==> src/hdl/cmbf_pkg.sv <==
// Shared types and constants for the cube-map bilinear footprint block.
package cmbf_pkg;

    // Fixed field widths
    localparam int UV_W     = 16;
    localparam int FACE_W   = 3;
    localparam int CFG_W    = 13;
    localparam int TAP_W    = 2;
    localparam int TEXEL_W  = 12;
    localparam int WEIGHT_W = 17;
    localparam int DIST_W   = 16;

    // Register reset and fixed-point constants
    localparam logic [CFG_W-1:0]    FS_RESET = 13'd256;
    localparam logic [WEIGHT_W-1:0] ONE_Q16  = 17'h10000;

    // Divide by three: (x * 0xAAAB) >> 17 is exact for x below 2^17
    localparam logic [15:0] RECIP3       = 16'hAAAB;
    localparam int          RECIP3_SHIFT = 17;

    // Cube faces
    localparam logic [FACE_W-1:0] FACE_PX = 3'd0;
    localparam logic [FACE_W-1:0] FACE_NX = 3'd1;
    localparam logic [FACE_W-1:0] FACE_PY = 3'd2;
    localparam logic [FACE_W-1:0] FACE_NY = 3'd3;
    localparam logic [FACE_W-1:0] FACE_PZ = 3'd4;
    localparam logic [FACE_W-1:0] FACE_NZ = 3'd5;

    // Step directions
    localparam logic [1:0] DIR_RIGHT = 2'd0;
    localparam logic [1:0] DIR_LEFT  = 2'd1;
    localparam logic [1:0] DIR_UP    = 2'd2;
    localparam logic [1:0] DIR_DOWN  = 2'd3;

    // Tap numbers
    localparam logic [TAP_W-1:0] TAP_LAST = 2'd3;

    typedef struct packed {
        logic [UV_W-1:0]   u;
        logic [UV_W-1:0]   v;
        logic [FACE_W-1:0] face;
    } in_word_t;

    typedef struct packed {
        logic [TAP_W-1:0]    tap;
        logic [TEXEL_W-1:0]  texel_x;
        logic [TEXEL_W-1:0]  texel_y;
        logic [FACE_W-1:0]   tap_face;
        logic [WEIGHT_W-1:0] weight;
        logic                last;
    } out_word_t;

endpackage

==> src/hdl/cmbf_neighbour.sv <==
// One texel step in a given direction, wrapping onto the adjacent cube face.
module cmbf_neighbour #(
    parameter int COORD_BITS = 12
) (
    input  logic [COORD_BITS-1:0]           n,
    input  logic [COORD_BITS-1:0]           x_in,
    input  logic [COORD_BITS-1:0]           y_in,
    input  logic [cmbf_pkg::FACE_W-1:0]     face_in,
    input  logic [1:0]                      dir,
    output logic [COORD_BITS-1:0]           x_out,
    output logic [COORD_BITS-1:0]           y_out,
    output logic [cmbf_pkg::FACE_W-1:0]     face_out
);

    localparam logic [COORD_BITS-1:0] ONE  = COORD_BITS'(1);
    localparam logic [COORD_BITS-1:0] ZERO = '0;

    // Step inside the face, or apply the edge table at the border
    always_comb begin
        x_out    = x_in;
        y_out    = y_in;
        face_out = face_in;
        case (dir)
            cmbf_pkg::DIR_RIGHT: begin
                if (x_in < n) begin
                    x_out = x_in + ONE;
                end else begin
                    case (face_in)
                        cmbf_pkg::FACE_NZ: begin x_out = ZERO; face_out = cmbf_pkg::FACE_PX; end
                        cmbf_pkg::FACE_PX: begin x_out = ZERO; face_out = cmbf_pkg::FACE_PZ; end
                        cmbf_pkg::FACE_PZ: begin x_out = ZERO; face_out = cmbf_pkg::FACE_NX; end
                        cmbf_pkg::FACE_NX: begin x_out = ZERO; face_out = cmbf_pkg::FACE_NZ; end
                        cmbf_pkg::FACE_PY: begin
                            x_out = y_in; y_out = n; face_out = cmbf_pkg::FACE_NX;
                        end
                        cmbf_pkg::FACE_NY: begin
                            x_out = n - y_in; y_out = ZERO; face_out = cmbf_pkg::FACE_NX;
                        end
                        default: ;
                    endcase
                end
            end
            cmbf_pkg::DIR_LEFT: begin
                if (x_in > ZERO) begin
                    x_out = x_in - ONE;
                end else begin
                    case (face_in)
                        cmbf_pkg::FACE_NZ: begin x_out = n; face_out = cmbf_pkg::FACE_NX; end
                        cmbf_pkg::FACE_PX: begin x_out = n; face_out = cmbf_pkg::FACE_NZ; end
                        cmbf_pkg::FACE_PZ: begin x_out = n; face_out = cmbf_pkg::FACE_PX; end
                        cmbf_pkg::FACE_NX: begin x_out = n; face_out = cmbf_pkg::FACE_PZ; end
                        cmbf_pkg::FACE_PY: begin
                            x_out = n - y_in; y_out = n; face_out = cmbf_pkg::FACE_PX;
                        end
                        cmbf_pkg::FACE_NY: begin
                            x_out = y_in; y_out = ZERO; face_out = cmbf_pkg::FACE_PX;
                        end
                        default: ;
                    endcase
                end
            end
            cmbf_pkg::DIR_UP: begin
                if (y_in < n) begin
                    y_out = y_in + ONE;
                end else begin
                    case (face_in)
                        cmbf_pkg::FACE_NZ: begin
                            x_out = n - x_in; y_out = n; face_out = cmbf_pkg::FACE_PY;
                        end
                        cmbf_pkg::FACE_NX: begin
                            x_out = n; y_out = x_in; face_out = cmbf_pkg::FACE_PY;
                        end
                        cmbf_pkg::FACE_PZ: begin
                            y_out = ZERO; face_out = cmbf_pkg::FACE_PY;
                        end
                        cmbf_pkg::FACE_PX: begin
                            x_out = ZERO; y_out = n - x_in; face_out = cmbf_pkg::FACE_PY;
                        end
                        cmbf_pkg::FACE_PY: begin
                            x_out = n - x_in; y_out = n; face_out = cmbf_pkg::FACE_NZ;
                        end
                        cmbf_pkg::FACE_NY: begin
                            y_out = ZERO; face_out = cmbf_pkg::FACE_PZ;
                        end
                        default: ;
                    endcase
                end
            end
            default: begin
                if (y_in > ZERO) begin
                    y_out = y_in - ONE;
                end else begin
                    case (face_in)
                        cmbf_pkg::FACE_NZ: begin
                            x_out = n - x_in; y_out = ZERO; face_out = cmbf_pkg::FACE_NY;
                        end
                        cmbf_pkg::FACE_NX: begin
                            x_out = n; y_out = n - x_in; face_out = cmbf_pkg::FACE_NY;
                        end
                        cmbf_pkg::FACE_PZ: begin
                            y_out = n; face_out = cmbf_pkg::FACE_NY;
                        end
                        cmbf_pkg::FACE_PX: begin
                            x_out = ZERO; y_out = x_in; face_out = cmbf_pkg::FACE_NY;
                        end
                        cmbf_pkg::FACE_PY: begin
                            y_out = n; face_out = cmbf_pkg::FACE_PZ;
                        end
                        cmbf_pkg::FACE_NY: begin
                            x_out = n - x_in; y_out = ZERO; face_out = cmbf_pkg::FACE_NZ;
                        end
                        default: ;
                    endcase
                end
            end
        endcase
    end

endmodule

==> src/hdl/cube_map_bilinear_footprint.sv <==
// The first tap of a word leaves after it has passed three pipeline stages and the tap
// register; the other three taps follow one a cycle while m_ready is high.
// The input rate is set by the result channel moving one tap per cycle while m_ready
// is high; the pipeline itself takes a word every cycle while the tap register can load.
// Reset: synchronous, active low; empties the pipeline and sets the face size to 256.
module cube_map_bilinear_footprint #(
    parameter int COORD_BITS   = 12,
    parameter int UV_FRAC_BITS = 16
) (
    input  logic                          aclk,
    input  logic                          aresetn,
    input  logic                          s_valid,
    output logic                          s_ready,
    input  cmbf_pkg::in_word_t            s_data,
    output logic                          m_valid,
    input  logic                          m_ready,
    output cmbf_pkg::out_word_t           m_data,
    input  logic                          cfg_valid,
    output logic                          cfg_ready,
    input  logic [cmbf_pkg::CFG_W-1:0]    cfg_data
);

    localparam int CB    = COORD_BITS;
    localparam int UVF   = UV_FRAC_BITS;
    localparam int FSW   = CB + 1;
    localparam int CMPW  = (FSW > cmbf_pkg::CFG_W) ? FSW : cmbf_pkg::CFG_W;
    localparam int UB    = (UVF < cmbf_pkg::UV_W) ? UVF : cmbf_pkg::UV_W;
    localparam int PW    = UVF + FSW;
    localparam int DSW   = UVF + cmbf_pkg::DIST_W;
    localparam int DSH   = (UVF >= 16) ? (UVF - 16) : (16 - UVF);
    localparam int WW    = cmbf_pkg::WEIGHT_W;
    localparam int TPW   = WW + 16;

    localparam logic [CMPW-1:0] LIMIT = CMPW'(1) << CB;
    localparam logic [UVF-1:0]  HALF  = UVF'(1) << (UVF - 1);

    // Clamp a raw face size to the range 1 .. 2^COORD_BITS
    function automatic logic [FSW-1:0] clamp_fs(input logic [cmbf_pkg::CFG_W-1:0] raw);
        logic [CMPW-1:0] r;
        r = CMPW'(raw);
        if (r == '0) begin
            r = CMPW'(1);
        end else if (r > LIMIT) begin
            r = LIMIT;
        end
        return FSW'(r);
    endfunction

    // ---------------- configuration ----------------
    logic [FSW-1:0] fs_reg, fs_next;
    logic [CB-1:0]  n_reg, n_next;

    assign cfg_ready = 1'b1;
    assign fs_next   = clamp_fs(cfg_data);
    assign n_next    = CB'(fs_next - FSW'(1));

    // Store the clamped size and the last texel index
    always_ff @(posedge aclk) begin
        if (!aresetn) begin
            fs_reg <= clamp_fs(cmbf_pkg::FS_RESET);
            n_reg  <= CB'(clamp_fs(cmbf_pkg::FS_RESET) - FSW'(1));
        end else if (cfg_valid && cfg_ready) begin
            fs_reg <= fs_next;
            n_reg  <= n_next;
        end
    end

    // ---------------- flow control ----------------
    logic s1_valid_reg, s2_valid_reg, s3_valid_reg, out_valid_reg;
    logic rdy1, rdy2, rdy3, out_load;
    logic [cmbf_pkg::TAP_W-1:0] cnt_reg;

    assign out_load = !out_valid_reg || (m_ready && cnt_reg == cmbf_pkg::TAP_LAST);
    assign rdy3     = !s3_valid_reg || out_load;
    assign rdy2     = !s2_valid_reg || rdy3;
    assign rdy1     = !s1_valid_reg || rdy2;
    assign s_ready  = rdy1;

    // ---------------- stage 1: scale by face size ----------------
    logic [PW-1:0]                 s1_p_reg [2];
    logic [PW-1:0]                 s1_p_next [2];
    logic [cmbf_pkg::FACE_W-1:0]   s1_face_reg;

    assign s1_p_next[0] = PW'(s_data.u[UB-1:0]) * PW'(fs_reg);
    assign s1_p_next[1] = PW'(s_data.v[UB-1:0]) * PW'(fs_reg);

    always_ff @(posedge aclk) begin
        if (!aresetn) begin
            s1_valid_reg <= 1'b0;
        end else if (rdy1) begin
            s1_valid_reg <= s_valid;
        end
    end

    always_ff @(posedge aclk) begin
        if (s_valid && rdy1) begin
            s1_p_reg[0] <= s1_p_next[0];
            s1_p_reg[1] <= s1_p_next[1];
            s1_face_reg <= s_data.face;
        end
    end

    // ---------------- stage 2: split into texel, distance and direction ----------------
    logic [CB-1:0]                 s2_idx_reg [2], s2_idx_next [2];
    logic [cmbf_pkg::DIST_W-1:0]   s2_d_reg [2], s2_d_next [2];
    logic                          s2_wrap_reg [2], s2_wrap_next [2];
    logic [1:0]                    s2_dir_reg [2], s2_dir_next [2];
    logic [cmbf_pkg::FACE_W-1:0]   s2_face_reg;
    logic [UVF-1:0]                frac [2];
    logic [UVF-1:0]                ctr_ofs [2];
    logic [DSW-1:0]                ctr_ofs_w [2];
    logic                          below [2], above [2];

    always_comb begin
        for (int a = 0; a < 2; a++) begin
            frac[a]          = s1_p_reg[a][UVF-1:0];
            s2_idx_next[a]   = CB'(s1_p_reg[a] >> UVF);
            below[a]         = frac[a] < HALF;
            above[a]         = frac[a] > HALF;
            if (below[a]) begin
                ctr_ofs[a] = HALF - frac[a];
            end else if (above[a]) begin
                ctr_ofs[a] = frac[a] - HALF;
            end else begin
                ctr_ofs[a] = '0;
            end
            ctr_ofs_w[a] = DSW'(ctr_ofs[a]);
            if (UVF >= 16) begin
                s2_d_next[a] = cmbf_pkg::DIST_W'(ctr_ofs_w[a] >> DSH);
            end else begin
                s2_d_next[a] = cmbf_pkg::DIST_W'(ctr_ofs_w[a] << DSH);
            end
            s2_wrap_next[a] = (below[a] && s2_idx_next[a] == '0) ||
                              (above[a] && s2_idx_next[a] >= n_reg);
        end
        s2_dir_next[0] = below[0] ? cmbf_pkg::DIR_LEFT : cmbf_pkg::DIR_RIGHT;
        s2_dir_next[1] = below[1] ? cmbf_pkg::DIR_DOWN : cmbf_pkg::DIR_UP;
    end

    always_ff @(posedge aclk) begin
        if (!aresetn) begin
            s2_valid_reg <= 1'b0;
        end else if (rdy2) begin
            s2_valid_reg <= s1_valid_reg;
        end
    end

    always_ff @(posedge aclk) begin
        if (s1_valid_reg && rdy2) begin
            for (int a = 0; a < 2; a++) begin
                s2_idx_reg[a]  <= s2_idx_next[a];
                s2_d_reg[a]    <= s2_d_next[a];
                s2_wrap_reg[a] <= s2_wrap_next[a];
                s2_dir_reg[a]  <= s2_dir_next[a];
            end
            s2_face_reg <= s1_face_reg;
        end
    end

    // ---------------- stage 3: weights and the u and v edge neighbours ----------------
    logic [WW-1:0]                 near [2], far [2];
    logic [2*WW-1:0]               prod [4];
    logic [WW-1:0]                 s3_w_reg [4], s3_w_next [4];
    logic [CB-1:0]                 s3_x_reg [3], s3_x_next [3];
    logic [CB-1:0]                 s3_y_reg [3], s3_y_next [3];
    logic [cmbf_pkg::FACE_W-1:0]   s3_f_reg [3], s3_f_next [3];
    logic                          s3_wrap_reg [2];
    logic [1:0]                    s3_dir_reg [2];

    always_comb begin
        for (int a = 0; a < 2; a++) begin
            far[a]  = WW'(s2_d_reg[a]);
            near[a] = cmbf_pkg::ONE_Q16 - far[a];
        end
        prod[0] = (2*WW)'(near[0]) * (2*WW)'(near[1]);
        prod[1] = (2*WW)'(far[0])  * (2*WW)'(near[1]);
        prod[2] = (2*WW)'(near[0]) * (2*WW)'(far[1]);
        prod[3] = (2*WW)'(far[0])  * (2*WW)'(far[1]);
        for (int k = 0; k < 4; k++) begin
            s3_w_next[k] = prod[k][WW+15:16];
        end
    end

    assign s3_x_next[0] = s2_idx_reg[0];
    assign s3_y_next[0] = s2_idx_reg[1];
    assign s3_f_next[0] = s2_face_reg;

    cmbf_neighbour #(.COORD_BITS(CB)) u_nb_u (
        .n        (n_reg),
        .x_in     (s2_idx_reg[0]),
        .y_in     (s2_idx_reg[1]),
        .face_in  (s2_face_reg),
        .dir      (s2_dir_reg[0]),
        .x_out    (s3_x_next[1]),
        .y_out    (s3_y_next[1]),
        .face_out (s3_f_next[1])
    );

    cmbf_neighbour #(.COORD_BITS(CB)) u_nb_v (
        .n        (n_reg),
        .x_in     (s2_idx_reg[0]),
        .y_in     (s2_idx_reg[1]),
        .face_in  (s2_face_reg),
        .dir      (s2_dir_reg[1]),
        .x_out    (s3_x_next[2]),
        .y_out    (s3_y_next[2]),
        .face_out (s3_f_next[2])
    );

    always_ff @(posedge aclk) begin
        if (!aresetn) begin
            s3_valid_reg <= 1'b0;
        end else if (rdy3) begin
            s3_valid_reg <= s2_valid_reg;
        end
    end

    always_ff @(posedge aclk) begin
        if (s2_valid_reg && rdy3) begin
            for (int k = 0; k < 4; k++) begin
                s3_w_reg[k] <= s3_w_next[k];
            end
            for (int k = 0; k < 3; k++) begin
                s3_x_reg[k] <= s3_x_next[k];
                s3_y_reg[k] <= s3_y_next[k];
                s3_f_reg[k] <= s3_f_next[k];
            end
            s3_wrap_reg[0] <= s2_wrap_reg[0];
            s3_wrap_reg[1] <= s2_wrap_reg[1];
            s3_dir_reg[0]  <= s2_dir_reg[0];
            s3_dir_reg[1]  <= s2_dir_reg[1];
        end
    end

    // ---------------- stage 4: diagonal tap, corner fix-up, tap register ----------------
    logic                          corner, u_first_v;
    logic [CB-1:0]                 d_x_in, d_y_in, d_x, d_y;
    logic [cmbf_pkg::FACE_W-1:0]   d_f_in, d_f;
    logic [1:0]                    d_dir;
    logic [TPW-1:0]                third_prod;
    logic [WW-1:0]                 third;
    logic [CB-1:0]                 tx [4], ty [4];
    logic [cmbf_pkg::FACE_W-1:0]   tf [4];
    logic [WW-1:0]                 tw [4];
    cmbf_pkg::out_word_t           out_taps_reg [4], out_taps_next [4];

    assign corner    = s3_wrap_reg[0] && s3_wrap_reg[1];
    assign u_first_v = s3_wrap_reg[0] && !s3_wrap_reg[1];

    // Walk along v first when only u crosses an edge
    assign d_x_in = u_first_v ? s3_x_reg[2] : s3_x_reg[1];
    assign d_y_in = u_first_v ? s3_y_reg[2] : s3_y_reg[1];
    assign d_f_in = u_first_v ? s3_f_reg[2] : s3_f_reg[1];
    assign d_dir  = u_first_v ? s3_dir_reg[0] : s3_dir_reg[1];

    cmbf_neighbour #(.COORD_BITS(CB)) u_nb_diag (
        .n        (n_reg),
        .x_in     (d_x_in),
        .y_in     (d_y_in),
        .face_in  (d_f_in),
        .dir      (d_dir),
        .x_out    (d_x),
        .y_out    (d_y),
        .face_out (d_f)
    );

    assign third_prod = TPW'(s3_w_reg[3]) * TPW'(cmbf_pkg::RECIP3);
    assign third      = WW'(third_prod >> cmbf_pkg::RECIP3_SHIFT);

    always_comb begin
        for (int k = 0; k < 3; k++) begin
            tx[k] = s3_x_reg[k];
            ty[k] = s3_y_reg[k];
            tf[k] = s3_f_reg[k];
            tw[k] = corner ? (s3_w_reg[k] + third) : s3_w_reg[k];
        end
        // At a corner the diagonal repeats the primary texel with no weight
        tx[3] = corner ? s3_x_reg[0] : d_x;
        ty[3] = corner ? s3_y_reg[0] : d_y;
        tf[3] = corner ? s3_f_reg[0] : d_f;
        tw[3] = corner ? '0 : s3_w_reg[3];
        for (int k = 0; k < 4; k++) begin
            out_taps_next[k].tap      = cmbf_pkg::TAP_W'(k);
            out_taps_next[k].texel_x  = cmbf_pkg::TEXEL_W'(tx[k]);
            out_taps_next[k].texel_y  = cmbf_pkg::TEXEL_W'(ty[k]);
            out_taps_next[k].tap_face = tf[k];
            out_taps_next[k].weight   = tw[k];
            out_taps_next[k].last     = (k == 3);
        end
    end

    // Hold four taps, advance one per accepted result word
    always_ff @(posedge aclk) begin
        if (!aresetn) begin
            out_valid_reg <= 1'b0;
            cnt_reg       <= '0;
        end else if (out_load) begin
            out_valid_reg <= s3_valid_reg;
            cnt_reg       <= '0;
        end else if (m_ready) begin
            cnt_reg       <= cnt_reg + 2'd1;
        end
    end

    always_ff @(posedge aclk) begin
        if (s3_valid_reg && out_load) begin
            for (int k = 0; k < 4; k++) begin
                out_taps_reg[k] <= out_taps_next[k];
            end
        end
    end

    assign m_valid = out_valid_reg;
    assign m_data  = out_taps_reg[cnt_reg];

endmodule

==> config.mk <==
export PLATFORM = sky130hd
export DESIGN_NAME = cube_map_bilinear_footprint
export DESIGN_NICKNAME = d
export VERILOG_FILES = /design/src/hdl/cmbf_pkg.sv /design/src/hdl/cmbf_neighbour.sv /design/src/hdl/cube_map_bilinear_footprint.sv
export SDC_FILE = /design/constraint.sdc
export NUM_CORES = 2
export LEC_CHECK = 0
export ABC_AREA = 0
export BUFFER_PORTS_ARGS = -buffer_cell sky130_fd_sc_hd__buf_4
export CAP_MARGIN = 0
export CORE_AREA = 2 2 418 420
export CTS_CLUSTER_SIZE = 12
export DETAILED_ROUTE_END_ITERATION = 12
export DIE_AREA = 0 0 420 422
export HOLD_SLACK_MARGIN = 0.15
export PLACE_DENSITY = 0.63
export RECOVER_POWER = 50
export SLEW_MARGIN = 20
export SYNTH_ARGS = -nofsm -noshare
export SYNTH_HDL_FRONTEND = slang
export SYNTH_SLANG_ARGS = --single-unit
==> constraint.sdc <==
create_clock -name aclk -period 22.3 [get_ports aclk]
set_input_delay 4.46 -clock aclk [delete_from_list [all_inputs] [get_ports aclk]]
set_output_delay 4.46 -clock aclk [all_outputs]
set_load 0.03 [all_outputs]
Word-level counts from Yosys, hierarchy flattened
Memories as Yosys holds them, arrays and structs flattened. A register that Yosys moved wholly into a read port is not among the register bits.
Index checks and enable logic that the tools add are counted.

word-level totals
  flip-flop bits (word level) = 37
  RAM bits = 463
  input bits = 53
  output and inout bits = 50
  word-level logic and storage cells = 211
  memories kept = 12

memory list
  name          depth  bits a word  read ports  clocked after Yosys merged registers in  wr ports  line                                source
  out_taps_reg  4      47           1           1                                        4         cube_map_bilinear_footprint.sv:245  cmbf_pkg::out_word_t out_taps_reg [4], out_taps_next [4];
  s3_w_reg      4      17           4           0                                        4         cube_map_bilinear_footprint.sv:163  logic [WW-1:0] s3_w_reg [4], s3_w_next [4];
  s1_p_reg      2      29           2           0                                        2         cube_map_bilinear_footprint.sv:80   logic [PW-1:0] s1_p_reg [2];
  s3_x_reg      3      12           3           0                                        3         cube_map_bilinear_footprint.sv:164  logic [CB-1:0] s3_x_reg [3], s3_x_next [3];
  s3_y_reg      3      12           3           0                                        3         cube_map_bilinear_footprint.sv:165  logic [CB-1:0] s3_y_reg [3], s3_y_next [3];
  s2_d_reg      2      16           2           0                                        2         cube_map_bilinear_footprint.sv:105  logic [cmbf_pkg::DIST_W-1:0] s2_d_reg [2], s2_d_next [2];
  +6 memories   n/a    n/a          n/a         n/a                                      n/a       n/a

cells by class
  $add $sub $neg = 23
  $mul = 7
  magnitude comparators = 15
  eq/ne operators = 17
  multiplexer cells = 84
  bitwise logic cells = 1
  reductions and logical operators = 43

operators with widths
  cell                      count
  $pmux W12 S3              14
  $mux W12                  20
  $pmux W12 S4              4
  $mux W17                  4
  $mux W16                  4
  $pmux W3 S3               7
  $sub A12 B1 Y12 const B   5
  $mul A16 B13 Y29          2
  $add A17 B16 Y17          3
  $add A12 B1 Y12 const B   4
  $gt A12 B1 Y1 const B     4
  $lt A12 B12 Y1            4
  $pmux W12 S2              2
  $pmux W3 S4               4
  $sub A12 B12 Y12          4
  $sub A17 B16 Y17 const A  2
  $mul A16 B17 Y33          1
  $mul A17 B16 Y33          1
  $mul A17 B16 Y33 const B  1
  $mul A17 B17 Y33          1
  $gt A16 B16 Y1 const B    2
  $lt A16 B16 Y1 const B    2
  $mul A16 B16 Y32          1
  $sub A16 B16 Y16 const A  2
  other kinds (24)          92

Longest topological paths before layout
An unclocked memory read counts as a cell.

  depth in word-level cells = 10
  gate-level depth with buffers = 31
  mapped depth without buffers = 30

Hierarchy
A second synthesis with hierarchy kept.

second synthesis, totals
  cells, all modules = 9841
  area total of the unflattened synthesis = 87709.1 um^2

modules (own cells, without submodules)
  module                       times used  cells each  area an instance (um^2)  seq. area each (um^2)
  cube_map_bilinear_footprint  1           7207        71677.5                  14143.6
  cmbf_neighbour               3           878         5343.9                   0.0

Worst setup path after synthesis
OpenSTA, ideal clock, no wires.

  kind = input to register
  start = input port m_ready
  end = memory out_taps_reg[0][10] (netlist name) (enable)
  library setup time = 0.733 ns
  data arrival time = 12.264 ns
  data required time = 21.567 ns
  slack = 9.303 ns
  stages on the path = 2
  path buffers = 0
  path through = a21boi_0 -> nor2b_1

RTL lines
  item             line                                source
  start, declared  cube_map_bilinear_footprint.sv:16   input logic m_ready,
  end, declared    cube_map_bilinear_footprint.sv:245

Worst setup path in the final report
  start = input port m_ready
  end = output port s_ready

between the ends
  longest elaborated chain between the ends = 5

ends and longest elaborated chain
  item                 line                               source
  $logic_and A1 B1 Y1  cube_map_bilinear_footprint.sv:73  assign out_load = !out_valid_reg || (m_ready && cnt_reg == cmbf_pkg::TAP_LAST);
  $logic_or A1 B1 Y1   cube_map_bilinear_footprint.sv:73
  $logic_or A1 B1 Y1   cube_map_bilinear_footprint.sv:74  assign rdy3 = !s3_valid_reg || out_load;
  $logic_or A1 B1 Y1   cube_map_bilinear_footprint.sv:75  assign rdy2 = !s2_valid_reg || rdy3;
  $logic_or A1 B1 Y1   cube_map_bilinear_footprint.sv:76  assign rdy1 = !s1_valid_reg || rdy2;
  end, declared        cube_map_bilinear_footprint.sv:13  output logic s_ready,

No other way between the ends.

==> results.md <==
* Yosys top cell by area: fa_1
* Hold Crit Class: reg -> reg
* Unrepaired setup endpoints after global routing: false
* Initial antenna violation count at 7
* Wire length per cell at 22.0 µm
* CP peak stage delay at 0.49 ns
* Status: complete, but fails checks
* CTS root buffer: clkbuf_16
* Post-synthesis cell area at 80900 µm²
* DIE AREA at 177000 µm²
* Syn nets at 10832
* Yosys reg bits at 482
* CP Cell Sequence: clkbuf_1, a21boi_0, and2_0, nand3_1, buf_4
* CTS resizes at 0
* Syn. warnings at 0
* Maximum fanout along the worst path at 6
* Post-synth EDFFs at 449
* Die Height at 422 µm
* Via/cell ratio at 5.68
* Top_reg_cell synth: edfxtp_1
* Detailed placement HPWL at 187 mm
* Num CTS Buffers at 56
* TritonCTS clock tree: yes
* GRT Residual Overflow at 0
* I/O pins at 103
* Seq/Total Area, Yosys at 17.5%
* Max Freq at 0.0970 GHz
* Critical path class: in -> out
* Max-cap violation count at 11
* Clk_skew at 0.0444 ns
* DR pass1 iterations at 10
* Initial Utilization at 46.8%
* Post-DRT Antenna Nets at 0
* Hold Fails Final Rpt at 0
* Final Setup Violations at 0
* Post-synth ARST share at 0%
* Worst Path Arrival at 5.85 ns
* Hold-fix buffers, CTS at 0
* Critical Path RT at 17.84 ns
* Global placement routability congestion at 0.990
* Final cell count without fillers at 10984
* Largest net degree at the start of global routing at 111
* Clock tree buffer depth at 3
* Post-route setup slack at 11.99 ns
* FP Rows at 153
* Unique masters post-synth at 102
* Die Wd at 420 µm
* Filler cells at 16121
* Clock slew at reported path FFs at 0.06 ns
* Max Slew Vio Count at 609
* Routed vias at 62433
* DR iter-0 viols at 5923
* Core Box Area at 173000 µm²
* Crit. End Element: output port
* CP startpoint kind: primary input
* First-pass GRT wire length at 378 mm
* CTS sink cnt at 482
* Clk_lat worst skew at 0.68 ns
* DRT Wirelength at 242 mm
* Max_slew headroom at -183%
* Fraction of layout cells with a size suffix above 1 at 5.05%
* Setup TNS at 0 ns
* Most frequent cells after synthesis: 1613 x inv_1, 1222 x fa_1, 1161 x nand2_1
* Largest register FFs at 175
* Nets at 10707
* Synth-to-layout area growth at 6.58%
* Total GRT Usage at 27.5%
* Vias in the first global route at 64760
* Post-CTS setup buffers at 0
* Min cycle time layout at 10.31 ns
* Failing checks: capacitance limit, slew limit
* Largest cells by area after synthesis: fa_1 30%, edfxtp_1 17%, ha_1 13%
* Cells after Synth at 8737
* Count leader, synth: inv_1
* Placed Instances at 10879
* CP max-delay cell: and2_0
* DRC at 0
* Worst-Margin Slew at 4.24 ns
* CTS H-tree depth at 2
* Synth top area share at 30.2%
* Dpl ws at 11.91 ns
* IO buf count at 101
* Final worst-path cycle share at 46.2%
* Mapped Avg Cell Area at 9.26 µm²
[worst max-delay path, delay by kind of cell]
kind / cells / cell delay (ns)
AO/OA/AOI/OAI: 1 / 0.42
buffers and inverters: 2 / 0.32
AND/OR/NAND/NOR: 2 / 0.66
[layer usage]
| metal | GRT usage (%) | wire length, µm |
|---|---|---|
| met3 | 4.81 | 22200 |
| met5 | 0 | 36 |
| met4 | 8.36 | 8520 |
| met1 | 39.1 | 104000 |
| met2 | 42.8 | 107000 |
[logic make-up (layout without fill, tap and decap cells)]
| logic type | count (synthesis) | count (layout) | synth area share [%] |
|---|---|---|---|
| DFF | 482 | 482 | 17.5 |
| other | 1 | 3 | 0.00464 |
| and+or+nand+nor | 2611 | 2611 | 15.2 |
| AOI/OAI and AO/OA | 1122 | 1122 | 9.22 |
| buffers and inverters | 2050 | 1970 | 9.58 |
| xor gates and xnor gates | 313 | 313 | 3.39 |
| muxes | 116 | 116 | 2.18 |
| adders and majority gates | 2042 | 2042 | 42.9 |
[final timing paths]
check	from	endpoint	slack [ns]	cells past startpoint
setup / recovery	m_ready	s_ready	11.99	5
hold / removal	s1_face_reg[1]	s2_face_reg[1]	0.42	0
hold reg to reg	s1_face_reg[1]	s2_face_reg[1]	0.42	0
setup reg to reg	s2_d_reg[0][17]	s3_w_reg[1][16]	12.40	29
[metrics by stage]
stage                     utilization [%]  instance area (µm²)  hold WS (ns)
after floorplan                         -                80900         0.400
after global placement               48.8                84300         0.401
after detailed placement             48.8                84300         0.406
after CTS                            49.9                86300         0.421
after global routing                 49.9                86200         0.423
final                                49.9                86200         0.419
[layout by cell type (no fill, tap or decap), types with 56 or more instances in the layout]
master | synthesis | routed
nor2_1 | 396 | 394
and2_1 | 545 | 534
buf_4 | 6 | 221
nand3_1 | 116 | 116
nor3_1 | 110 | 109
edfxtp_1 | 449 | 449
xnor2_1 | 190 | 178
a21oi_1 | 266 | 266
o21ai_0 | 243 | 245
fa_1 | 1222 | 1222
a21o_1 | 78 | 78
xor2_1 | 123 | 107
nand2_1 | 1161 | 1161
clkbuf_16 | 0 | 56
ha_1 | 820 | 820
inv_1 | 1613 | 1614
[final cells by class]
type	instances	area, µm²	area share, %
diodes	2	5.00	0.00580
clock buffers	66	1440	1.67
clock inverters	37	539	0.625
inverters	1622	6090	7.06
multi-input cells	6205	59300	68.8
flip-flops and latches	482	14100	16.4
well taps	2325	2910	3.37
repair buffers	245	1760	2.04
Power is not shown: default switching activity piles up to over one toggle a cycle in this logic, so the estimate is an artifact.
